**src/gblur_pkg.sv**
```systemverilog
`timescale 1ns / 1ps
// ----------------------------------------------------------------------------
// gblur_pkg
// Shared types and constants for the multi-pass 3x3 binomial blur.
// ----------------------------------------------------------------------------
package gblur_pkg;

  // Default size limits, handed to the top level parameters
  localparam int MAX_WIDTH_DEF  = 256;
  localparam int MAX_HEIGHT_DEF = 256;
  localparam int MAX_PASSES_DEF = 4;

  localparam int PIX_W   = 8;
  localparam int CFG_DW  = 9;   // widest register
  localparam int CFG_IW  = 2;
  localparam int PASS_W  = 3;   // blur_passes register width

  // Register indexes
  localparam logic [CFG_IW-1:0] REG_IMAGE_WIDTH  = 2'd0;
  localparam logic [CFG_IW-1:0] REG_IMAGE_HEIGHT = 2'd1;
  localparam logic [CFG_IW-1:0] REG_BLUR_PASSES  = 2'd2;

  // Register reset values
  localparam int WIDTH_RST  = 256;
  localparam int HEIGHT_RST = 256;
  localparam int PASSES_RST = 1;

  // Kernel [1 2 1; 2 4 2; 1 2 1] sums to 16
  localparam int SUM_SHIFT = 4;
  localparam int SUM_W     = PIX_W + SUM_SHIFT;

  // Token moving down the cell chain
  typedef struct packed {
    logic             valid;
    logic             pix;    // carries an image pixel (not a drain)
    logic             last;
    logic [PIX_W-1:0] value;
  } tok_t;

  // Result beat held in the output queue
  typedef struct packed {
    logic             last;
    logic [PIX_W-1:0] value;
  } res_t;

endpackage

```
**src/gblur_cell.sv**
```systemverilog
`timescale 1ns / 1ps
// ----------------------------------------------------------------------------
// gblur_cell
// One blur pass: two line buffers, 3x3 window, border copy, registered token.
// ----------------------------------------------------------------------------
module gblur_cell #(
  parameter int MAX_WIDTH  = gblur_pkg::MAX_WIDTH_DEF,
  parameter int MAX_HEIGHT = gblur_pkg::MAX_HEIGHT_DEF
) (
  input  logic                           clk,
  input  logic                           rst_n,
  input  logic                           adv,
  input  logic                           clear,
  input  logic                           active,
  input  logic [$clog2(MAX_WIDTH+1)-1:0]  width,
  input  logic [$clog2(MAX_HEIGHT+1)-1:0] height,
  input  gblur_pkg::tok_t                tok_in,
  output gblur_pkg::tok_t                tok_out
);

  localparam int WW = $clog2(MAX_WIDTH + 1);
  localparam int HW = $clog2(MAX_HEIGHT + 1);
  localparam int AW = $clog2(MAX_WIDTH);
  localparam int LW = $clog2(MAX_WIDTH + 2);
  localparam int PW = gblur_pkg::PIX_W;
  localparam int SW = gblur_pkg::SUM_W;

  logic [2*PW-1:0] line_mem [MAX_WIDTH];  // {top, mid} per column
  logic [2*PW-1:0] rd_r;
  logic [AW-1:0]   col_r, col_nxt;
  logic [LW-1:0]   cnt_r, cnt_nxt;
  logic [HW-1:0]   row_r, row_nxt;
  logic [PW-1:0]   win_r [9];
  logic [PW-1:0]   win_nxt [9];
  gblur_pkg::tok_t tok_r, tok_nxt;

  logic            mem_we;
  logic [AW-1:0]   wm1, xq;
  logic [HW-1:0]   hm1;
  logic [LW-1:0]   lead;
  logic            emit, in_img, border, row_end;
  logic [SW-1:0]   sum;
  logic [PW-1:0]   top, mid;

  always_comb begin
    wm1     = AW'(width - WW'(1));
    hm1     = height - HW'(1);
    lead    = LW'(width) + LW'(1);
    top     = rd_r[2*PW-1:PW];
    mid     = rd_r[PW-1:0];
    mem_we  = adv && active && tok_in.valid && !clear;
    emit    = (cnt_r == lead);
    // column of the pixel leaving the window lags the write column by one
    xq      = (col_r == '0) ? wm1 : col_r - AW'(1);
    row_end = (xq == wm1);
    in_img  = (row_r != height);
    border  = (xq == '0) || row_end || (row_r == '0) || (row_r == hm1);

    win_nxt[0] = win_r[1];
    win_nxt[1] = win_r[2];
    win_nxt[2] = top;
    win_nxt[3] = win_r[4];
    win_nxt[4] = win_r[5];
    win_nxt[5] = mid;
    win_nxt[6] = win_r[7];
    win_nxt[7] = win_r[8];
    win_nxt[8] = tok_in.value;

    sum = SW'(win_nxt[0]) + (SW'(win_nxt[1]) << 1) + SW'(win_nxt[2])
        + (SW'(win_nxt[3]) << 1) + (SW'(win_nxt[4]) << 2) + (SW'(win_nxt[5]) << 1)
        + SW'(win_nxt[6]) + (SW'(win_nxt[7]) << 1) + SW'(win_nxt[8]);

    col_nxt = col_r;
    cnt_nxt = cnt_r;
    row_nxt = row_r;
    tok_nxt = tok_r;
    if (clear) begin
      col_nxt = '0;
      cnt_nxt = '0;
      row_nxt = '0;
      tok_nxt = '0;
    end else if (adv) begin
      if (!active) begin
        tok_nxt = tok_in;
      end else begin
        tok_nxt = '0;
        if (tok_in.valid) begin
          col_nxt = (col_r == wm1) ? '0 : col_r + AW'(1);
          if (!emit) begin
            cnt_nxt = cnt_r + LW'(1);
          end else begin
            tok_nxt.valid = 1'b1;
            tok_nxt.pix   = in_img;
            tok_nxt.last  = in_img && row_end && (row_r == hm1);
            if (!in_img) begin
              tok_nxt.value = '0;
            end else if (border) begin
              tok_nxt.value = win_r[5];
            end else begin
              tok_nxt.value = sum[SW-1:gblur_pkg::SUM_SHIFT];
            end
            if (in_img && row_end) begin
              row_nxt = row_r + HW'(1);
            end
          end
        end
      end
    end
  end

  always_ff @(posedge clk) begin
    if (!rst_n) begin
      col_r <= '0;
      cnt_r <= '0;
      row_r <= '0;
      tok_r <= '0;
    end else begin
      col_r <= col_nxt;
      cnt_r <= cnt_nxt;
      row_r <= row_nxt;
      tok_r <= tok_nxt;
    end
  end

  // Line store: write old mid as new top, pixel as new mid; read ahead at
  // the next column (write-first when a one-column row hits the same entry)
  always_ff @(posedge clk) begin
    if (mem_we) begin
      line_mem[col_r] <= {mid, tok_in.value};
    end
    if (mem_we && (col_nxt == col_r)) begin
      rd_r <= {mid, tok_in.value};
    end else begin
      rd_r <= line_mem[col_nxt];
    end
  end

  always_ff @(posedge clk) begin
    if (mem_we) begin
      win_r <= win_nxt;
    end
  end

  assign tok_out = tok_r;

endmodule

```
**config.mk**
```make
export PLATFORM = sky130hd
export DESIGN_NAME = gblur_cell
export DESIGN_NICKNAME = d
export VERILOG_FILES = /design/src/gblur_pkg.sv /design/src/gblur_cell.sv
export SDC_FILE = /design/constraint.sdc
export NUM_CORES = 2
export LEC_CHECK = 0
export BUFFER_PORTS_ARGS = -buffer_cell sky130_fd_sc_hd__buf_2
export CAP_MARGIN = 20
export CORE_ASPECT_RATIO = 0.6
export CORE_MARGIN = 3
export CORE_UTILIZATION = 63
export DETAILED_ROUTE_END_ITERATION = 10
export MAX_ROUTING_LAYER = met4
export PLACE_DENSITY = 0.81
export SYNTH_ARGS = -nofsm -noshare
export SYNTH_HDL_FRONTEND = slang
export SYNTH_SLANG_ARGS = --single-unit
```
**constraint.sdc**
```tcl
create_clock -name clk -period 7 [get_ports clk]
set_input_delay 0.35 -clock clk [delete_from_list [all_inputs] [get_ports clk]]
set_output_delay 0.35 -clock clk [all_outputs]
set_load 0.02 [all_outputs]
```
# After elaboration in Yosys (flattened, before gate mapping)
# Memories as Yosys holds them, arrays and structs flattened. A register that Yosys moved wholly into a read port is not among the register bits.
# Index checks and enable logic that the tools add are counted.
[word_totals] ram_bits=4096 in_bits=34 out_inout_bits=11 ff_bits=85 mem_count=1
[mem_list] memory="line_mem" words=256 width=16 rd=1 rd_ports_with_merged_regs=1 write_ports=1 line_no="gblur_cell.sv:28" text="logic [2*PW-1:0] line_mem [MAX_WIDTH];"
[classes] bitwise_logic=2 reduce_logical=15 eq_ne=5 n_mux=13 add_sub_neg=15
[ops] operator="8-bit 2-to-1 mux" count=8
[ops] operator="11-bit 2-to-1 mux" count=3
[ops] operator="9-bit by 1-bit adder with 9-bit output, second input constant" count=3
[ops] operator="12-bit by 8-bit adder with 12-bit output" count=2
[ops] operator="12-bit by 9-bit adder with 12-bit output" count=2
[ops] operator="9-bit equality test" count=2
[ops] operator="8-bit equality test" count=2
[ops] operator="8-bit logical NOT" count=2
[ops] operator="8-bit by 1-bit subtractor with 8-bit output, second input constant" count=2
[ops] operator="11-bit by 9-bit adder with 12-bit output" count=1
[ops] operator="12-bit by 10-bit adder with 12-bit output" count=1
[ops] operator="10-bit by 8-bit adder with 11-bit output" count=1
[ops] operator="8-bit by 9-bit adder with 10-bit output" count=1
[ops] operator="9-bit logical NOT" count=1
[ops] operator="9-bit inequality test" count=1
[ops] operator="9-bit by 1-bit subtractor with 9-bit output, second input constant" count=1
[ops] operator="8-bit by 1-bit adder with 8-bit output, second input constant" count=1
[ops] operator="1-bit logical AND" count=5
[ops] operator="5-bit AND reduction" count=1
[ops] operator="4-bit AND reduction" count=1
[ops] operator="1-bit logical OR" count=3
[ops] operator="1-bit 2-to-1 mux" count=2
[ops] operator="1-bit inverter" count=2
[ops] operator="2-bit OR reduction" count=1
[ops] operator="1-bit logical NOT" count=1

# Longest topological paths before layout
[logic_depth] ltp_word=13 mapped_depth=25 ltp_nobuf=21

# Worst setup path before layout
# No wires, ideal clock.
[synth_timing] path_kind="flip-flop to flip-flop" startpoint="register (tool-made name)" endpoint="register tok_r (netlist bit tok_out[7])" synth_period_minus_slack_ps=6458 stages_incl_launch_ff=23 t_required_ps=6870 setup_ps=130 t_arrival_ps=6328 path_slack_ps=542 path_cell_list="dfxtp_1 > clkbuf_1 > buf_2 > buf_1 > mux4_2 > mux4_2 > a22oi_1 > nand2_1 > a22oi_1 > o221a_2 > fa_1 > fa_1 > fa_1 > fa_1 > nor3_1 > fa_1 > a21o_1 > a21oi_1 > o21ai_0 > o41ai_1 > xnor2_1 > mux2i_1 > o22ai_1"
[synth_rtl] item="end signal: assignment" line_no="gblur_cell.sv:121" text="tok_r <= tok_nxt;"
[synth_rtl] item="end: declaration" line_no="gblur_cell.sv:35" text="gblur_pkg::tok_t tok_r, tok_nxt;"

==> impl_results.md <==
- Max Root-Sink Buffers: 4
- Crit path time final: approximately 7200 ps
- Synth Area per Inst: 23.68 um2
- Reg clk slew, reported paths: about 70 ps
- Gpl congestion: between 0.8 and 0.9
- Antenna-violating nets left: 0
- Share of post-route cells with drive strength above 1: 34.64%
- Slew headroom: 10.95%
- Peak Freq: ~140 MHz
- Register area share after synthesis: 77.22%
- Clock Power Share: roughly two fifths
- DR iter-0 viols: between 15,000 and 20,000
- First-pass GRT wire length: approximately 700,000 um
- Clock latency on the worst-skew pair: 950 ps
- Worst Path Max Fanout: 17
- Hold Crit Class: in -> reg
- Combinational share of power: 3.7%
- Final HPWL DP: approximately 260,000 um
- WL per Instance: between 40 and 50 um
- Synth-to-Final Area Change: 14.20%
- Tot Pwr: between 40,000 and 50,000 uW
- RSZ-0062 raised after global routing: true
- Sequential power share: a little under three fifths
- Starting Density: between 60 and 70%
- Num CTS Buffers: between 300 and 400
- Outcome: finished, violations left
- Cell internal pwr: around 39,000 uW
- Setup crit end kind: flip-flop
- Required @ worst endpoint: 7790 ps
- DR vias: just under 90,000
- I/O pin total: 45
- Net Sw Frac: between 20% and 30%
- PD cells: about 270 mW/mm2
- Vias per std cell: roughly 7.7
- H-tree levels: 5
- Synthesized instance count: slightly below 7,000
- Die height: between 300 and 400 um
- Async SR Flop Fraction: 0%
- Critical Path, Cell by Cell: buf_12 -> buf_12 -> buf_16 -> buf_12 -> mux4_2 -> mux4_2 -> a22o_1 -> a221oi_4 -> o221a_2 -> fa_1 -> fa_1 -> fa_1 -> fa_1 -> nor3_1 -> fa_2 -> a21o_1 -> a21oi_2 -> o21ai_2 -> o41ai_2 -> xnor2_1 -> mux2i_1 -> o22ai_1
- P_leak: 0.05695 uW
- Antenna violations before repair: 43
- Post-DP Area: roughly 0.17 mm2
- Vias in the first global route: roughly 86,000
- Reg2reg setup slack: -190 ps
- Critical Path Slowest Stage Cell: mux4_2
- Row cnt: between 100 and 150
- Startpoint Class: flip-flop
- DIE WIDTH: 661.3 um
- FF+latch area: 0.1254 mm2
- Sink Count: 4,189
- Die ar.: roughly 0.26 mm2
- Root buf cell: clkbuf_16
- Yosys cell types: between 70 and 80
- Congestion Overflow GR: 0
- Hold_ws: between 200 and 300 ps
- Layout Cells excl Fill: 11,350
- Placed Cells: approximately 11,000
- CORE AREA: approximately 0.25 mm2
- R2R cell count: 22
- Worst R2R End: tok_out[7]$_SDFFE_PP0P_
- Total GRT Usage: about two fifths
- Number of synthesized register bits: 4,189
- Hold Violations, Final: 0
- Failing checks: negative setup slack
- EDFF count, synth: between 4,000 and 5,000
- Post-route clock period utilization: 102.7%
- Commonest non-fill, non-tap cells in the layout: edfxtp_1 (4,144), mux4_2 (1,280), buf_4 (560)
- P_sw: 10,680 uW
- Final Setup Violations: 5
- Hold depth: 6
- Post-route cell area: approximately 0.19 mm2
- Most used DFF post-synth: edfxtp_1
- Buf/Inv on CP: 4
- IO Port Bufs: between 40 and 50
- Max-cap check violation count: 0
- Final clock skew: just under 70 ps
- Layout fillers: approximately 13,000
- Crit-path max cell delay: between 500 and 600 ps
- Multi-input gate area in the final layout: roughly 0.036 mm2
- Crit path max-delay family: adder cells
- Min-Delay Endpoint: row_r[2]$_SDFFE_PP0P_
- Largest net degree at the start of global routing: 188
- CTS tree: yes
- Nets@finish: around 7,700
- DRC Markers: 0
- Hold path start: width[7]
- Post-layout util: 72.75%
- Worst Tran Pin Value: 1336 ps
- Most used cell, CP: fa_1
- Crit path DAT: 7980 ps
- Most common cell after layout, fill and taps aside: edfxtp_1
- DRT Pass-1 Iters: 8
- Mapped cell area: about 0.16 mm2
- Yosys synthesis warning count: 0
- Worst Setup Slack, final: -190.2 ps
- Post-Route WL: 515,500 um
- Critical path class: reg -> reg
- Final slew viol count: 0
- Syn Nets: 6,964
- Worst IR Drop VDD: between 300 and 400 uV
[worst max-delay path by stage]
| stage | startpoint | endpoint | slack, ps | cells past startpoint |
|---|---|---|---|---|
| final | flip-flop | tok_out[7]$_SDFFE_PP0P_ | -190 | 22 |
| after global routing | flip-flop | tok_out[7]$_SDFFE_PP0P_ | -200 | 22 |
| after CTS | flip-flop | tok_out[7]$_SDFFE_PP0P_ | 6 | 24 |
| after detailed placement | flip-flop | tok_out[7]$_SDFFE_PP0P_ | -380 | 22 |
| after global placement | flip-flop | tok_out[7]$_SDFFE_PP0P_ | -250 | 22 |
| after floorplan | flip-flop | tok_out[7]$_SDFFE_PP0P_ | 540 | 22 |
[repair_timing]
action / 4_1_cts / 5_1_grt
setup endpoints to repair: 6 / 6
endpoints found under the hold margin: 377 / 0
resized for setup: 81 / 103
pin swaps: 9 / 24
setup buffers: 12 / 35
hold buffers: 21 / 0
cloned: 9 / 3
[through the flow]
step / worst slack [ps] / TNS [ps]
floorplan: 541.8 / 0
global placement: -250.6 / -250.6
detailed placement: -381.8 / -865.3
CTS: 6.342 / 0
global route: -196.2 / -508.1
finish: -190.2 / -478.1
[area by class of cell]
class	count	area share (%)
Timing Repair Buffer	800	4.466
Clock inverter	189	1.041
Inverter	83	0.2005
Antenna cell	40	0.05400
Tap cell	3407	2.300
Sequential cell	4189	67.63
Clock buffer	437	4.981
Multi-Input combinational cell	2204	19.33
[cell usage after synthesis, drive strengths merged (5+ instances only)]
master / instances / share of area (%)
nand4: 6 / 0.023
nor2: 306 / 0.71
edfxtp: 4144 / 77
and2: 11 / 0.042
o21ai: 15 / 0.046
dfxtp: 45 / 0.56
a21o: 6 / 0.028
o221a: 15 / 0.10
xnor2: 40 / 0.22
inv: 83 / 0.19
nand2b: 7 / 0.027
a31oi: 7 / 0.027
o22ai: 8 / 0.031
buf: 145 / 0.42
a21oi: 33 / 0.10
a22oi: 81 / 0.37
a221oi: 32 / 0.17
mux2i: 11 / 0.068
a22o: 32 / 0.17
nand2: 85 / 0.20
and3: 6 / 0.023
clkbuf: 234 / 0.54
ha: 23 / 0.18
nand3: 26 / 0.080
nor3: 13 / 0.046
nor2b: 17 / 0.066
a211oi: 5 / 0.023
mux4: 1280 / 18
or3: 10 / 0.042
fa: 52 / 0.64
nor4: 11 / 0.046
xor2: 23 / 0.13
[cell families after synthesis]
logic type	share of synthesized area [%]
mux	17.83
xor+xnor	0.3446
flops	77.22
buf+inv	1.156
simple gates	1.402
fa+ha+maj	0.8187
compound gates	1.226
[worst reg2reg max path: stages (launching register included)]
cell,delay [ps]
dfxtp_4,400
buf_12,130
buf_12,170
buf_16,220
buf_12,250
mux4_2,610
mux4_2,570
a22o_1,410
a221oi_4,410
o221a_2,300
fa_1,480
fa_1,450
fa_1,450
fa_1,560
nor3_1,90
fa_2,410
a21o_1,180
a21oi_2,190
o21ai_2,120
o41ai_2,250
xnor2_1,100
mux2i_1,190
o22ai_1,120
[per-layer routing]
layer | GRT usage [%] | routed length, um | vias to the layer above
met1 | 52.08 | 156800 | 44290
met3 | 13.40 | 87390 | 2155
met5 | - | 0 | -
met2 | 59.08 | 237800 | 10430
li1 | - | - | 30890
met4 | 17.59 | 33410 | 0
[flip-flops by register name, summed over array words and instances, names as in the netlist, named ones only]
name and cells:
cnt_r 9, win_nxt 48, col_r 8, tok_out 11
row_r 9, line_mem 4096
[power by group through the flow]
stage          Combinational (uW)  Clock (uW)  Sequential (uW)
2_1_floorplan                 811           0            28100
3_3_place_gp                 1430           0            28000
3_5_place_dp                 1510           0            28000
4_1_cts                      1650       20000            27500
5_1_grt                      1910       21000            27500
6_report                     1850       20300            27500
No activity file was read; power rests on OpenSTA's default activity.
