`src/gblur_pkg.sv`:
```
`timescale 1ns / 1ps
// ----------------------------------------------------------------------------
// gblur_pkg
// Shared types and constants for the multi-pass 3x3 binomial blur.
// ----------------------------------------------------------------------------
package gblur_pkg;

  // Default size limits, handed to the top level parameters
  localparam int MAX_WIDTH_DEF  = 256;
  localparam int MAX_HEIGHT_DEF = 256;
  localparam int MAX_PASSES_DEF = 4;

  localparam int PIX_W   = 8;
  localparam int CFG_DW  = 9;   // widest register
  localparam int CFG_IW  = 2;
  localparam int PASS_W  = 3;   // blur_passes register width

  // Register indexes
  localparam logic [CFG_IW-1:0] REG_IMAGE_WIDTH  = 2'd0;
  localparam logic [CFG_IW-1:0] REG_IMAGE_HEIGHT = 2'd1;
  localparam logic [CFG_IW-1:0] REG_BLUR_PASSES  = 2'd2;

  // Register reset values
  localparam int WIDTH_RST  = 256;
  localparam int HEIGHT_RST = 256;
  localparam int PASSES_RST = 1;

  // Kernel [1 2 1; 2 4 2; 1 2 1] sums to 16
  localparam int SUM_SHIFT = 4;
  localparam int SUM_W     = PIX_W + SUM_SHIFT;

  // Token moving down the cell chain
  typedef struct packed {
    logic             valid;
    logic             pix;    // carries an image pixel (not a drain)
    logic             last;
    logic [PIX_W-1:0] value;
  } tok_t;

  // Result beat held in the output queue
  typedef struct packed {
    logic             last;
    logic [PIX_W-1:0] value;
  } res_t;

endpackage

```
`src/gblur_outq.sv`:
```
`timescale 1ns / 1ps
// ----------------------------------------------------------------------------
// gblur_outq
// Two-entry output queue: output register plus skid entry.
// ----------------------------------------------------------------------------
module gblur_outq (
  input  logic            clk,
  input  logic            rst_n,
  input  logic            push,
  input  gblur_pkg::res_t push_data,
  output logic            full,
  output logic            out_valid,
  input  logic            out_ready,
  output gblur_pkg::res_t out_data
);

  logic [1:0]      count_r, count_nxt;
  gblur_pkg::res_t e0_r, e0_nxt;
  gblur_pkg::res_t e1_r, e1_nxt;
  logic            pop;

  always_comb begin
    pop       = (count_r != 2'd0) && out_ready;
    count_nxt = count_r;
    e0_nxt    = e0_r;
    e1_nxt    = e1_r;
    unique case ({push, pop})
      2'b10: begin
        if (count_r == 2'd0) begin
          e0_nxt = push_data;
        end else begin
          e1_nxt = push_data;
        end
        count_nxt = count_r + 2'd1;
      end
      2'b01: begin
        e0_nxt    = e1_r;
        count_nxt = count_r - 2'd1;
      end
      2'b11: begin
        if (count_r == 2'd1) begin
          e0_nxt = push_data;
        end else begin
          e0_nxt = e1_r;
          e1_nxt = push_data;
        end
      end
      default: ;
    endcase
  end

  always_ff @(posedge clk) begin
    if (!rst_n) begin
      count_r <= 2'd0;
    end else begin
      count_r <= count_nxt;
    end
  end

  always_ff @(posedge clk) begin
    e0_r <= e0_nxt;
    e1_r <= e1_nxt;
  end

  assign full      = (count_r == 2'd2);
  assign out_valid = (count_r != 2'd0);
  assign out_data  = e0_r;

endmodule

```
`config.mk`:
```
export PLATFORM = sky130hd
export DESIGN_NAME = gblur_outq
export DESIGN_NICKNAME = d
export VERILOG_FILES = /design/src/gblur_pkg.sv /design/src/gblur_outq.sv
export SDC_FILE = /design/constraint.sdc
export NUM_CORES = 1
export LEC_CHECK = 0
export ABC_AREA = 1
export BUFFER_PORTS_ARGS = -buffer_cell sky130_fd_sc_hd__buf_2
export CORE_UTILIZATION = 45
export CTS_CLUSTER_SIZE = 30
export DETAILED_ROUTE_END_ITERATION = 8
export PLACE_DENSITY = 0.73
export SETUP_SLACK_MARGIN = 0.05
export SLEW_MARGIN = 0
export SYNTH_ARGS = -nofsm -noshare
export SYNTH_HDL_FRONTEND = slang
export SYNTH_SLANG_ARGS = --single-unit
```
`constraint.sdc`:
```
create_clock -name clk -period 1.78 [get_ports clk]
set_input_delay 0.534 -clock clk [delete_from_list [all_inputs] [get_ports clk]]
set_output_delay 0.534 -clock clk [all_outputs]
set_load 0.02 [all_outputs]
```
=== After elaboration in Yosys (flattened, before gate mapping) ===
Index checks and enable logic that the tools add are counted.

* Flip-flop bits (word level): 20
* Output and inout bits: 11
* Bits of input ports: 13
* Logic and storage cells: 30

* Eq/ne operators: 8
* Mux-type cells: 7
* Reduce and logical (&&, ||, !) cells: 8
* Add/sub/neg operators: 2

{| class="wikitable"
|+ Operators by type and width
! operator !! number
|-
| $mux W9 || 4
|-
| $pmux W9 S3 || 1
|-
| $pmux W9 S2 || 1
|-
| $eq A2 B2 Y1 const B || 3
|-
| $ne A2 B2 Y1 const B || 3
|-
| $reduce_bool A2 Y1 || 3
|-
| $eq A2 B1 Y1 const B || 2
|-
| $pmux W2 S2 || 1
|-
| $reduce_and A3 Y1 || 1
|-
| $reduce_bool A3 Y1 || 1
|-
| $add A2 B1 Y2 const B || 1
|-
| $logic_not A2 Y1 || 1
|-
| $reduce_and A2 Y1 || 1
|-
| $sub A2 B1 Y2 const B || 1
|-
| $logic_and A1 B1 Y1 || 1
|}

=== Longest topological paths before layout ===
Gate-level depths: netlist of run 1.

* Depth after elaboration: 5
* Gate-level depth with buffers: 8
* Gate-level depth less buffers: 8

=== Worst setup path after synthesis of run 1 ===
No wires, ideal clock.

* Path type: register to register
* Start: register count_r[0]
* End: register e1_r[0] (netlist name), enable pin
* Path slack: 0.002 ns
* Clock period less this slack: 1.778 ns
* Stages on the path, launching flop included: 4
* Path buffers: 0
* Required time: 1.390 ns
* Data arrival time: 1.388 ns
* Library setup time: 0.390 ns
* Cells stage by stage: dfxtp_1 > inv_1 > ha_1 > a211oi_1

* Cells in the longest elaborated chain, start to end: 5
* Elaborated cells on any way between the ends: 10
* Those cells by class: eq/ne (5); reduce/logical (5)

{| class="wikitable"
|+ RTL lines
! what !! RTL line !! text
|-
| start: declaration || gblur_outq.sv:17 || <nowiki>logic [1:0] count_r, count_nxt;</nowiki>
|-
| start signal: assignment || gblur_outq.sv:56 || <nowiki>count_r <= count_nxt;</nowiki>
|-
| $reduce_bool A2 Y1 || gblur_outq.sv:23 || <nowiki>pop = (count_r != 2'd0) && out_ready;</nowiki>
|-
| $logic_and A1 B1 Y1 || gblur_outq.sv:23 ||
|-
| $eq A2 B2 Y1 || gblur_outq.sv:27 || <nowiki>unique case ({push, pop})</nowiki>
|-
| $ne A2 B2 Y1 (no source line) or $reduce_bool A2 Y1 (tied branches) || - ||
|-
| $reduce_and A3 Y1 (no source line) * || - ||
|-
| end signal: assignment || gblur_outq.sv:62 || <nowiki>e1_r <= e1_nxt;</nowiki>
|-
| end: declaration || gblur_outq.sv:19 || <nowiki>gblur_pkg::res_t e1_r, e1_nxt;</nowiki>
|}

Mark *: on every way between the ends. The rest lies on a longest branch, timed or not.
A chain may end at the register's enable or synchronous reset.

=== Final worst setup path of run 1 ===
* Start: register count_r[0]
* End: output port out_valid

* Cells in the longest elaborated chain, start to end: 1

{| class="wikitable"
|+ RTL lines
! what !! RTL line !! text
|-
| $reduce_bool A2 Y1 || gblur_outq.sv:66 || <nowiki>assign out_valid = (count_r != 2'd0);</nowiki>
|-
| end: declaration || gblur_outq.sv:12 || <nowiki>output logic out_valid,</nowiki>
|}

No other way between the ends.

==> results of run 1 <==
power breakdown:
group | switching, mW | total [mW] | internal (mW)
Combinational | 0.333 | 0.510 | 0.177
Clock | 0.135 | 0.222 | 0.0874
Sequential | 0.0271 | 0.677 | 0.650
layout make-up:
class,count,area [um2]
clock buffer,4,26.3
timing repair buffer,26,140
inverter,8,32.5
fill,141,706
sequential,20,582
tap,25,31.3
multi-input combinational,48,265
stage by stage:
stage                     setup slack [ps]  utilization [%]
after detailed placement               359             58.2
final                                  115             60.4
after floorplan                       2.24                -
after global routing                  39.0             60.4
after global placement                 376             58.2
after CTS                              100             60.2
what timing repair did:
action,4_1_cts,5_1_grt
pin swaps,0,0
hold buffers,0,0
setup endpoints to repair,1,1
setup buffers,1,0
resized for setup,1,2
sequential cells by signal, summed over array words and instances (netlist names):
register  flops
count_r       2
e1_r          9
out_data      9
per-layer routing:
layer / vias up / global-route usage, % / part of all wire, % / wire length [um]
met5: - / 0 / 0 / 0
met3: 5 / 4.71 / 2.8 / 42
met1: 275 / 19.5 / 44 / 671
li1: 323 / - / - / -
met2: 15 / 27.3 / 50 / 761
met4: 0 / 12.4 / 3.3 / 51
critical path: cells and delay by family, from the launching register on:
family / cells / cell delay (ps)
adder cells (fa/ha/maj): 1 / 200
buffers and inverters: 3 / 300
flip-flops: 1 / 340
worst paths after layout:
check                           cells past startpoint  slack, ps          from          end
worst max-delay path                                4        110    count_r[0]    out_valid
worst min-delay path                                1        420  push_data[3]      e1_r[3]
worst max register to register                      9        330    count_r[1]  out_data[7]
worst min register to register                      2        530    count_r[1]   count_r[1]
layout by cell type (no fill, tap or decap), types with 2 or more instances in the layout:
cell type   n
nand2_1    22
buf_2      22
edfxtp_1   18
nand3_1    11
inv_1       5
buf_4       4
clkbuf_4    3
inv_2       2
nand2_4     2
nand2_2     2
ha_1        2
kinds of logic after synthesis:
group	synth area share, %
buf+inv	3.72
compound gates	4.43
fa+ha+maj	4.29
flops	66.3
simple gates	21.3
==> run metrics, run 1 <==
CTS tree=yes; final instance area=1080 um2; Synth area leader=edfxtp_1; Seq/Total Area, Yosys=66.3%; worst-path fanout max=4; top post-synthesis cells by area=edfxtp_1 62%, nand2_1 9.4%, nand3_1 6.3%; Ant. Diodes=0; drt pass-1 iters=3; I/O pin total=24; port bufs=23; dpl cells=126; Post-route DRC=0; Num CTS Buffers=3; first-pass GRT wire length=2.42 mm; leakage power=0.486 nW; routed vias/inst=4.72; worst-margin pin slew=213 ps; Worst setup EP type=output port; Final Net Count=123; Critical Path Source Type=flip-flop; antenna violations before repair=0; number of max-cap violations=0; FF+latch count, synth=20; status=complete, no violations; Sinks on Clock Net=20; Initial Util=49.1%; most common cell in the netlist=nand2_1; First DRT Iteration DRCs=8; final count of pins violating max slew=0; Post-synth EDFFs=18; Clock Tree Buf Depth=2; Slew headroom=85.8%; setup TNS=0 ps; crit-path cells=inv_1, ha_2, inv_2, buf_4; die width=46.1 um; Hold Crit Class=primary input to flip-flop; Non-Filler Instances=131; WL/cell=11.6 um; Reg clk slew, reported paths=110 ps; Cell Area, Placed=1040 um2; Routed WL=1.53 mm; final setup violation count=0; P&R area growth vs syn=23.0%; post-synthesis cell area=876 um2; area of the core=1780 um2; Final Hold Fails=0; synth cell count leaders=22 x nand2_1, 18 x edfxtp_1, 11 x nand3_1; RSZ-0062 raised after global routing=no; vias in the first global route=586; largest net degree at the start of global routing=12; total gr overflow=0; share of cells above drive strength 1=37.7%; gr usage total=17.1%; worst vdd ir=0.716 mV; Worst Skew=1.08 ps; syn_area_per_cell=11.5 um2; period utilization=93.6%; Die Ht=46.1 um; Netlist cell types=17; worst hold slack=419 ps; cell row count=15; H-tree levels=1; Yosys warning total=0; Power Total=1.41 mW; RePlAce Congestion=0.724; Synth top area share=61.7%; Post-synth ARST share=0%; cell chosen for the clock root=clkbuf_4; Setup CP Type=flip-flop to output port; crit-path max cell delay=340 ps; Peak Freq=600 MHz; worst endpoint data arrival time=1130 ps; Synth Instances=76; HPWL after DPL=1.10 mm; Synth Net Count=92; clock latency on the worst-skew pair=300 ps; Worst path slowest cell=dfxtp_2; min Tclk post-route=1670 ps; Worst EP required=1250 ps; Detail Route Antenna Nets=0; PwrDens=1310 nW/um2; most common flop cell mapped by yosys=edfxtp_1; die area=2130 um2; Via Count=618
(Power assumes the default switching activity.)
==> run 2, diff against run 1 <==
- CELL_PAD_IN_SITES_DETAIL_PLACEMENT: default -> 0
- CELL_PAD_IN_SITES_GLOBAL_PLACEMENT: default -> 1
- CORE_UTILIZATION: 45 -> 35
- PLACE_DENSITY: 0.73 -> default
- PLACE_DENSITY_LB_ADDON: default -> 0.1
==> run 2 against run 1 <==
  * Via count rose by 1.9%
  * Global-route usage fell by 3.0 points
  * Sequential power barely moved
  * Hold slack got worse by 11 ps
  * Register-to-register slack barely moved
  * First-iteration DRC count did not move
  * Routed wire length rose by 2.8%
  * Die area rose by 27%
  * Clock power rose by 70%
  * Utilization fell by 12 points
  * Worst setup slack barely moved
  * Clock skew rose by 3.1 ps
==> run metrics, run 2 (same netlist as run 1, synthesis figures left out) <==
status=complete, no violations (unchanged); Post-route DRC=0 (unchanged); H-tree levels=1 (unchanged); sequential cell area=583 um2 (was 582 um2); Die Ht=52.0 um (was 46.1 um); total gr overflow=0 (unchanged); CTS tree=yes (unchanged); WL/cell=11.7 um (was 11.6 um); worst hold slack=408 ps (was 419 ps); Setup CP Type=flip-flop to output port (unchanged); die area=2710 um2 (was 2130 um2); area of the core=2280 um2 (was 1780 um2); port bufs=23 (unchanged); Slew headroom=85.6% (was 85.8%); Fillers=221 (was 141); Routed WL=1.57 mm (was 1.53 mm); Worst EP required=1250 ps (about the same); Initial Util=38.5% (was 49.1%); Final Net Count=123 (unchanged); cell chosen for the clock root=clkbuf_4 (unchanged); worst reg-to-reg path cell count=9 (unchanged); min Tclk post-route=1670 ps (about the same); Detail Route Antenna Nets=0 (unchanged); gr usage total=14.1% (was 17.1%); I/O pin total=24 (unchanged); cell row count=17 (was 15); Peak Freq=600 MHz (about the same); multi-input logic area=263 um2 (was 265 um2); Hold Crit Class=primary input to flip-flop (unchanged); Reg clk slew, reported paths=120 ps (was 110 ps); Final Hold Fails=0 (unchanged); drt pass-1 iters=4 (was 3); HPWL after DPL=1.14 mm (was 1.10 mm); number of max-cap violations=0 (unchanged); Worst setup EP type=output port (unchanged); Sinks on Clock Net=20 (unchanged); Num CTS Buffers=3 (unchanged); worst setup path end=out_valid (unchanged); final setup violation count=0 (unchanged); vias in the first global route=606 (was 586); die width=52.0 um (was 46.1 um); worst-margin pin slew=215 ps (was 213 ps); commonest cells after routing, fill and taps aside=22 x nand2_1, 22 x buf_2, 18 x edfxtp_1, 11 x nand3_1, 5 x inv_1 (unchanged); worst-path fanout max=4 (unchanged); worst slack at placement=355 ps (was 359 ps); Clock Tree Buf Depth=2 (unchanged); routed vias/inst=4.70 (was 4.72); Worst Skew=4.22 ps (was 1.08 ps); RSZ-0062 raised after global routing=no (unchanged); Via Count=630 (was 618); P&R area growth vs syn=26.3% (was 23.0%); Critical R2R Capture=out_data[7] (unchanged); PwrDens=1410 nW/um2 (was 1310 nW/um2); beginning of the critical path=count_r[0] (unchanged); clock latency on the worst-skew pair=300 ps (about the same); largest net degree at the start of global routing=13 (was 12); First DRT Iteration DRCs=8 (unchanged); setup TNS=0 ps (unchanged); leakage power=0.500 nW (was 0.486 nW); share of cells above drive strength 1=38.7% (was 37.7%); Ant. Diodes=0 (unchanged); FF-to-FF Start=count_r[0] (was count_r[1]); Critical Path Source Type=flip-flop (unchanged); RePlAce Congestion=0.731 (was 0.724); worst vdd ir=1.01 mV (was 0.716 mV); Reg2Reg Setup Slack=320 ps (was 330 ps); worst endpoint data arrival time=1130 ps (about the same); final count of pins violating max slew=0 (unchanged); period utilization=93.6% (about the same); first-pass GRT wire length=2.66 mm (was 2.42 mm); antenna violations before repair=0 (unchanged); setup slack after layout=114 ps (was 115 ps)
-- run 2: cell types whose count changed in the layout (fill, tap and decap cells not counted), sizes merged --
cell    previous run  this run
bufinv             0         1
clkbuf             4         3
-- run 2: layout make-up --
cell class,count,area share [%]
Clock buffer,3,2.04
Multi-Input combinational cell,48,23.8
Sequential cell,20,52.7
Tap cell,28,3.17
Timing Repair Buffer,26,12.7
Inverter,8,2.94
Clock inverter,1,2.71
-- run 2: report_power, final --
group / internal (mW) / switching (mW)
Sequential: 0.652 / 0.0282
Clock: 0.228 / 0.150
Combinational: 0.175 / 0.332
Total: 1.05 / 0.511
-- run 2: how the worst min path moves through the flow --
stage                 startpoint    endpoint  cells past startpoint
CTS                 push_data[4]     e1_r[4]                      1
floorplan             count_r[1]  count_r[1]                      2
finish              push_data[4]     e1_r[4]                      1
detailed placement    count_r[1]  count_r[1]                      2
global placement      count_r[1]  count_r[1]                      2
global route        push_data[4]     e1_r[4]                      1
-- run 2: repair_timing --
action                     4_1_cts  5_1_grt
resized for setup                1        2
setup buffers                    1        0
hold endpoints to repair         0        0
hold buffers                     0        0
setup endpoints to repair        1        1
-- run 2: per-stage QoR --
step                      std cells  util, %  total power, mW  area (um2)
final                           134     48.6             1.56        1110
after global routing            134     48.6             1.67        1110
after CTS                       134     48.5             1.58        1100
after detailed placement        129     45.7             1.18        1040
after global placement          129     45.7             1.18        1040
after floorplan                  76        -             1.02         876
-- run 2: worst max-delay path: stages, from the launching register on --
cell and delay, ps:
dfxtp_2 340, inv_1 110, ha_1 190, inv_2 50, buf_4 150
-- run 2: per-layer routing --
metal / GRT usage, % / share of wire, %
met1: 17.5 / 49
met2: 22.6 / 46
met3: 4.39 / 4.0
met4: 5.41 / 0.70
met5: 0 / 0
==> run 3, diff against run 2 <==
- ABC_CLOCK_PERIOD_IN_PS: default -> 1890
- CORE_UTILIZATION: 35 -> 38
- SETUP_SLACK_MARGIN: 0.05 -> default
- clock period: 1.78 -> 1.89 ns (I/O delays scaled with it)
==> run 3 against run 2 <==
  * Worst setup slack about the same
  * Sequential power is 6.2% lower
  * Critical path type unchanged
  * Combinational power down 11%
  * Highest routed layer unchanged
  * Critical endpoint unchanged
  * Largest cell class unchanged
  * Register-to-register slack better by 170 ps
==> run metrics, run 3 (same netlist as run 1, synthesis figures left out) <==
First DRT Iteration DRCs=5 (was 8); Post-route DRC=0 (unchanged); die area=2500 um2 (was 2710 um2); PostCTS Resize Cnt=0 (was 1); antenna violations before repair=0 (unchanged); worst hold slack=455 ps (was 408 ps); area of the core=2190 um2 (was 2280 um2); Non-Filler Instances=133 (was 134); final count of pins violating max slew=0 (unchanged); die width=50.0 um (was 52.0 um); Cell Area, Placed=1040 um2 (unchanged); Slew headroom=85.3% (was 85.6%); vias in the first global route=579 (was 606); RePlAce Congestion=0.692 (was 0.731); Initial Util=40.0% (was 38.5%); final setup violation count=0 (unchanged); Routed WL=1.47 mm (was 1.57 mm); final instance area=1070 um2 (was 1110 um2); Hold Crit Class=primary input to flip-flop (unchanged); status=complete, no violations (unchanged); Critical Path Source Type=flip-flop (unchanged); setup TNS=0 ps (unchanged); port bufs=23 (unchanged); Peak Freq=563 MHz; Clock Tree Buf Depth=2 (unchanged); number of max-cap violations=0 (unchanged); period utilization=94.0%; Worst Skew=6.52 ps (was 4.22 ps); Via Count=610 (was 630); worst slack at placement=418 ps (was 355 ps); Worst path slowest cell=dfxtp_1 (was dfxtp_2); Final Hold Fails=0 (unchanged); min Tclk post-route=1780 ps; WL/cell=11.0 um (was 11.7 um); worst-margin pin slew=220 ps (was 215 ps); Detail Route Antenna Nets=0 (unchanged); Worst EP required=1320 ps (was 1250 ps); Worst setup EP type=output port (unchanged); drt pass-1 iters=3 (was 4); Sinks on Clock Net=20 (unchanged); Setup CP Type=flip-flop to output port (unchanged); cell row count=17 (unchanged); crit-path max cell delay=350 ps (was 340 ps); Reg clk slew, reported paths=110 ps (was 120 ps); met1 global-route usage=17.5% (about the same); leakage power=0.482 nW (was 0.500 nW); I/O pin total=24 (unchanged); P&R area growth vs syn=21.9% (was 26.3%); setup bufs post-CTS=0 (was 1); Num CTS Buffers=3 (unchanged); Final Net Count=122 (was 123); cell chosen for the clock root=clkbuf_4 (unchanged); HPWL after DPL=1.08 mm (was 1.14 mm); total gr overflow=0 (unchanged); met3 GRT Util=5.56% (was 4.39%); gr usage total=14.1% (about the same); clock latency on the worst-skew pair=290 ps (was 300 ps); first-pass GRT wire length=2.55 mm (was 2.66 mm); worst endpoint data arrival time=1210 ps (was 1130 ps); Hold Buf Count CTS=0 (unchanged); CTS tree=yes (unchanged); PwrDens=1210 nW/um2 (was 1410 nW/um2); worst vdd ir=0.736 mV (was 1.01 mV); dpl cells=129 (unchanged); GRT busiest layer=met2 (unchanged); setup slack after layout=114 ps (about the same); largest net degree at the start of global routing=12 (was 13); share of cells above drive strength 1=35.2% (was 38.7%); crit-path cells=inv_1, ha_1, inv_2, buf_2 (was inv_1, ha_1, inv_2, buf_4); GR Layer Usage met2=22.4% (was 22.6%); worst-path fanout max=4 (unchanged); Ant. Diodes=0 (unchanged); Die Ht=50.0 um (was 52.0 um); commonest cells after routing, fill and taps aside=23 x buf_2, 22 x nand2_1, 18 x edfxtp_1, 11 x nand3_1, 5 x inv_1 (was 22 x nand2_1, 22 x buf_2, 18 x edfxtp_1, 11 x nand3_1, 5 x inv_1); routed vias/inst=4.59 (was 4.70); H-tree levels=1 (unchanged); RSZ-0062 raised after global routing=no (unchanged); most common cell after layout, fill and taps aside=buf_2
## run 3: power breakdown
group	internal (mW)	switching, mW	total, mW
sequential	0.611	0.0264	0.638
combinational	0.147	0.305	0.452
clock	0.0768	0.122	0.198
total	0.835	0.453	1.29
## run 3: final cells by class
class	count	area (um2)
fill	217	1120
sequential	20	581
multi-input combinational	48	263
timing repair buffer	25	130
tap	28	35.0
inverter	8	32.5
clock buffer	3	22.5
clock inverter	1	3.75
## run 3: worst max-delay path: cells and delay by family, from the launching register on
family	cells	cell delay [ps]
flops	1	350
buf+inv	3	350
fa+ha+maj	1	220
## run 3: routing by layer
metal / up-vias / wire length [um]
li1: 320 / -
met1: 274 / 716
met2: 14 / 670
met3: 2 / 68
met4: 0 / 11
met5: - / 0
## run 3: path summary, 6_finish.rpt
kind	start	endpoint	slack (ps)	cells after the start
max	count_r[0]	out_valid	110	4
min	push_data[6]	e1_r[6]	460	1
max reg2reg	count_r[0]	out_data[5]	490	6
min reg2reg	count_r[1]	count_r[1]	540	2
## run 3: stage by stage
| step | power, mW | util (%) |
|---|---|---|
| 6_report | 1.29 | 48.7 |
| 5_1_grt | 1.39 | 48.7 |
| 4_1_cts | 1.31 | 48.7 |
| 3_5_place_dp | 1.11 | 47.5 |
| 3_3_place_gp | 1.11 | 47.5 |
| 2_1_floorplan | 0.963 | - |
